--- config.mk ---
export PLATFORM = sky130hd
export DESIGN_NAME = mccd_cmp_unit
export DESIGN_NICKNAME = d
export VERILOG_FILES = /design/src/hw/rtl/mccd_pkg.sv /design/src/hw/rtl/mccd_cmp_unit.sv
export SDC_FILE = /design/constraint.sdc
export NUM_CORES = 1
export LEC_CHECK = 0
export ABC_CLOCK_PERIOD_IN_PS = 3700
export BUFFER_PORTS_ARGS = -buffer_cell sky130_fd_sc_hd__buf_2
export CAP_MARGIN = 10
export CORE_MARGIN = 5
export CORE_UTILIZATION = 45
export CTS_BUF_LIST = sky130_fd_sc_hd__clkbuf_16
export DETAILED_ROUTE_END_ITERATION = 6
export PLACE_DENSITY_LB_ADDON = 0.12
export SLEW_MARGIN = 10
export SYNTH_ARGS = -nofsm -noshare
export SYNTH_HDL_FRONTEND = slang
export SYNTH_SLANG_ARGS = --single-unit
--- constraint.sdc ---
create_clock -name clk -period 3.7 [get_ports clk]
set_input_delay 0.555 -clock clk [delete_from_list [all_inputs] [get_ports clk]]
set_output_delay 0.555 -clock clk [all_outputs]
set_load 0.01 [all_outputs]
--- src/hw/rtl/mccd_pkg.sv ---
`timescale 1ns / 1ps
// Shared types and constants for the minimum coin change core.
// No dependencies.
package mccd_pkg;

    localparam int VALUE_W   = 10;
    localparam int VALUE_MAX = (1 << VALUE_W) - 1;
    localparam int COUNT_W   = 3;
    localparam int PICK_W    = 3;
    localparam int CFG_IDX_W = 3;

    localparam int DEF_MAX_AMOUNT = 1023;
    localparam int DEF_MAX_COINS  = 6;

    localparam logic [CFG_IDX_W-1:0] CFG_COIN_COUNT   = 3'd0;
    localparam logic [CFG_IDX_W-1:0] CFG_COIN_VALUE_0 = 3'd1;

    // one table entry: reach flag, fewest coins, chosen coin index
    typedef struct packed {
        logic               reach;
        logic [VALUE_W-1:0] fewest;
        logic [PICK_W-1:0]  pick;
    } mccd_entry_t;

    // candidate handed to the compare unit
    typedef struct packed {
        logic               take;
        logic               reach;
        logic [VALUE_W-1:0] fewest;
        logic [PICK_W-1:0]  idx;
    } mccd_cand_t;

    // running best from the compare unit
    typedef struct packed {
        logic               found;
        logic [VALUE_W-1:0] best;
        logic [PICK_W-1:0]  pick;
    } mccd_best_t;

endpackage

--- src/hw/rtl/mccd_cmp_unit.sv ---
`timescale 1ns / 1ps
// Shared compare unit: keeps the fewest-coin candidate seen for one amount.
// Depends on mccd_pkg.
module mccd_cmp_unit
    import mccd_pkg::*;
(
    input  logic       clk,
    input  logic       rst_n,
    input  logic       clear,
    input  mccd_cand_t cand,
    output mccd_best_t best
);

    logic               found_reg;
    logic [VALUE_W-1:0] best_reg;
    logic [PICK_W-1:0]  pick_reg;
    logic [VALUE_W-1:0] cand_cnt;
    logic               upd;

    // later coin wins a tie
    assign cand_cnt = cand.fewest + VALUE_W'(1);
    assign upd      = cand.take && cand.reach && (!found_reg || cand_cnt <= best_reg);

    always_comb
    begin
        best.found = found_reg | upd;
        best.best  = upd ? cand_cnt : best_reg;
        best.pick  = upd ? cand.idx : pick_reg;
    end

    always_ff @(posedge clk or negedge rst_n)
    begin
        if (!rst_n)
        begin
            found_reg <= 1'b0;
            best_reg  <= '0;
            pick_reg  <= '0;
        end
        else if (clear)
        begin
            found_reg <= 1'b0;
            best_reg  <= '0;
            pick_reg  <= '0;
        end
        else
        begin
            found_reg <= best.found;
            best_reg  <= best.best;
            pick_reg  <= best.pick;
        end
    end

endmodule

==> results_dict.tcl <==
set metrics [dict create \
    synth_xor_area_frac 0.05426 \
    synth_warnings 0 \
    die_y_um 63.57 \
    ctsRootBufferMaster "clkbuf_16" \
    max_freq_ghz 0.2819 \
    start_kind "input pin" \
    slew_headroom 0.7632 \
    arrival_ns 2.99 \
    regArea_um2 350.3 \
    synth_edf_count 0 \
    crit_slowest_cell "mux2_2" \
    drive_gt1_frac 0.4034 \
    gp_congestion 0.7754 \
    cts.htree.levels 1 \
    final_common_cell "buf_2" \
    irDropWorstVdd_mv 0.2979 \
    postLayoutCoreUtil 0.6171 \
    antenna_left 0 \
    grt_start_max_net_pins 28 \
    multi_input_area_um2 893.4 \
    wl_per_cell_um 13.44 \
    final_net_count 206 \
    wirelength_um 2783 \
    fillers 235 \
    vias 1049 \
    hold_path.class "in -> async" \
    synth_cells 131 \
    crit_path_cell_trace "buf_2, ha_2, nand3_2, nor3_2, xor2_1, ha_1, nand3_2, o41ai_2, and2b_2, a31oi_4, buf_12, mux2_2, buf_2" \
    viasPerCell 5.068 \
    n_antenna_cell 0 \
    overflow 0 \
    synth_area_um2 1291 \
    synth_top_flop_cell "dfrtp_1" \
    power_uw 573.5 \
    fp.dieW_um 63.57 \
    drtIter0Drc 23 \
    synth_compound_area_frac 0.06202 \
    end_kind "output pin" \
    dp_hpwl_um 2074 \
    antenna_found_initial 0 \
    fin_crit_sh 0.9588 \
    grt_pass1_vias 1039 \
    fin_crit_ns 3.548 \
    cts_buffer_depth 2 \
    rows 19 \
    start_util 0.4682 \
    dr.pass1.iters 4 \
    grt_use_total 0.1347 \
    status "finished, final reports clean" \
    cts_tree "built" \
    die-area_um2 4041 \
    ys_types 29 \
    worstPathMaxFanout 12 \
    worst_ep_required_time_ns 3.14 \
    clk_latency_ns 0.24 \
    final-max-slew-violation-count 0 \
    hold_viol_final 0 \
    cts.hold.buffers_added 0 \
    clkTransAtPathRegs_ns 0.05 \
    p_per_area_nw_per_um2 337.0 \
    drc_errors 0 \
    io_buffer_count 31 \
    synth_async_sr_flop_share 1.000 \
    rr_worst_depth 9 \
    syn2layout_area_growth_pct 31.78 \
    synth-simple-area-share 0.2190 \
    ys_seq_area_frac 0.2713 \
    clock_skew_ns 0.0008434 \
    cts.sinks 14 \
    worst_pin_slew_ns 0.3552 \
    synth_top_family_by_area "multiplexers" \
    final_cell_mix "31 x buf_2, 25 x nand2b_1, 14 x dfrtp_1, 13 x mux2i_1, 11 x buf_4" \
    leakage_uw 0.0008745 \
    setup_viol 0 \
    crit_path_max_incr_delay_ns 0.33 \
    synthAdderAreaFrac 0.1066 \
    io_pins 32 \
    core_um2 2758 \
    synth-seq-cells 14 \
    drv_cap 0 \
    syn_area_per_cell_um2 9.857 \
    ff2ff_setup_slack_ns 1.53 \
    grt_pass1_wl_um 4450 \
    critPathKind "in -> out" \
    muxShareOfSynthArea 0.2345 \
    syn-num-nets 160 \
    cts-buffers-inserted 3 \
    largest_register_ffs 10 \
]
[path summary, 6_finish.rpt]
path / from / endpoint
setup / recovery: cand[3] / best[12]
hold / removal: rst_n / best_reg[7]
setup reg to reg: best_reg[9] / best_reg[0]
hold reg to reg: pick_reg[2] / pick_reg[2]
max in group asynchronous: rst_n / best_reg[4]
min in group clk: pick_reg[2] / pick_reg[2]
[report_power, final]
| part | leakage, uW | internal [uW] | switching (uW) |
|---|---|---|---|
| combinational | 0.000647 | 105 | 90.6 |
| clock | 0.0000385 | 143 | 62.5 |
| sequential | 0.000189 | 165 | 7.89 |
[cell usage after synthesis (3+ instances only)]
master    number  area (um^2)
inv_1         10        37.54
nor2_1         5        18.77
xnor2_1        5        43.79
mux2_4         7        105.1
dfrtp_1       14        350.3
xor2_1         3        26.28
ha_1          11        137.6
nand2_1        8        30.03
nand2b_1      25        156.4
mux2_2         6        67.56
mux2i_1       13        130.1
nand3_1        3        15.01
[worst max-delay path: cells and delay by family]
family / cells / cell delay [ns]
and+or+nand+nor: 4 / 0.65
adders and majority gates: 2 / 0.49
buffers and inverters: 3 / 0.46
muxes: 1 / 0.33
AOI/OAI and AO/OA: 2 / 0.31
xor gates and xnor gates: 1 / 0.20
[kinds of logic after synthesis]
| kind of cell | after synthesis |
|---|---|
| buffers and inverters | 14 |
| xor gates and xnor gates | 8 |
| adders and majority gates | 11 |
| muxes | 26 |
| DFF | 14 |
| AOI/OAI and AO/OA | 8 |
| and+or+nand+nor | 50 |
[final cells by class]
type | count | area share
Timing Repair Buffer | 45 | 0.1779
Inverter | 10 | 0.02206
Clock buffer | 3 | 0.04412
Clock inverter | 1 | 0.002206
Sequential cell | 14 | 0.2059
Tap cell | 31 | 0.02279
Multi-Input combinational cell | 103 | 0.5250
[what timing repair did]
| action | CTS | global route |
|---|---|---|
| setup endpoints to repair | 0 | 12 |
| setup buffers | 0 | 10 |
| gates resized for setup | 0 | 5 |
[metrics by stage]
stage / instances / worst slack, ns / hold WS [ns] / instance area (um^2) / TNS, ns
CTS: 196 / 0.05363 / 0.2259 / 1582 / 0
global placement: 192 / 0.1254 / 0.4858 / 1503 / 0
floorplan: 131 / 0.4018 / 0.2594 / 1291 / 0
global route: 207 / -0.001293 / 0.2410 / 1702 / -0.001293
finish: 207 / 0.1523 / 0.2170 / 1702 / 0
detailed placement: 192 / 0.04868 / 0.4856 / 1503 / 0
[routing by layer]
metal	wire length (um)	vias to the layer above	GRT usage
met5	0	-	0
met4	32	0	0.03896
met3	132	5	0.03020
met2	1346	23	0.2221
met1	1271	489	0.1742
li1	-	532	-
No activity file was read; power rests on OpenSTA's default activity.
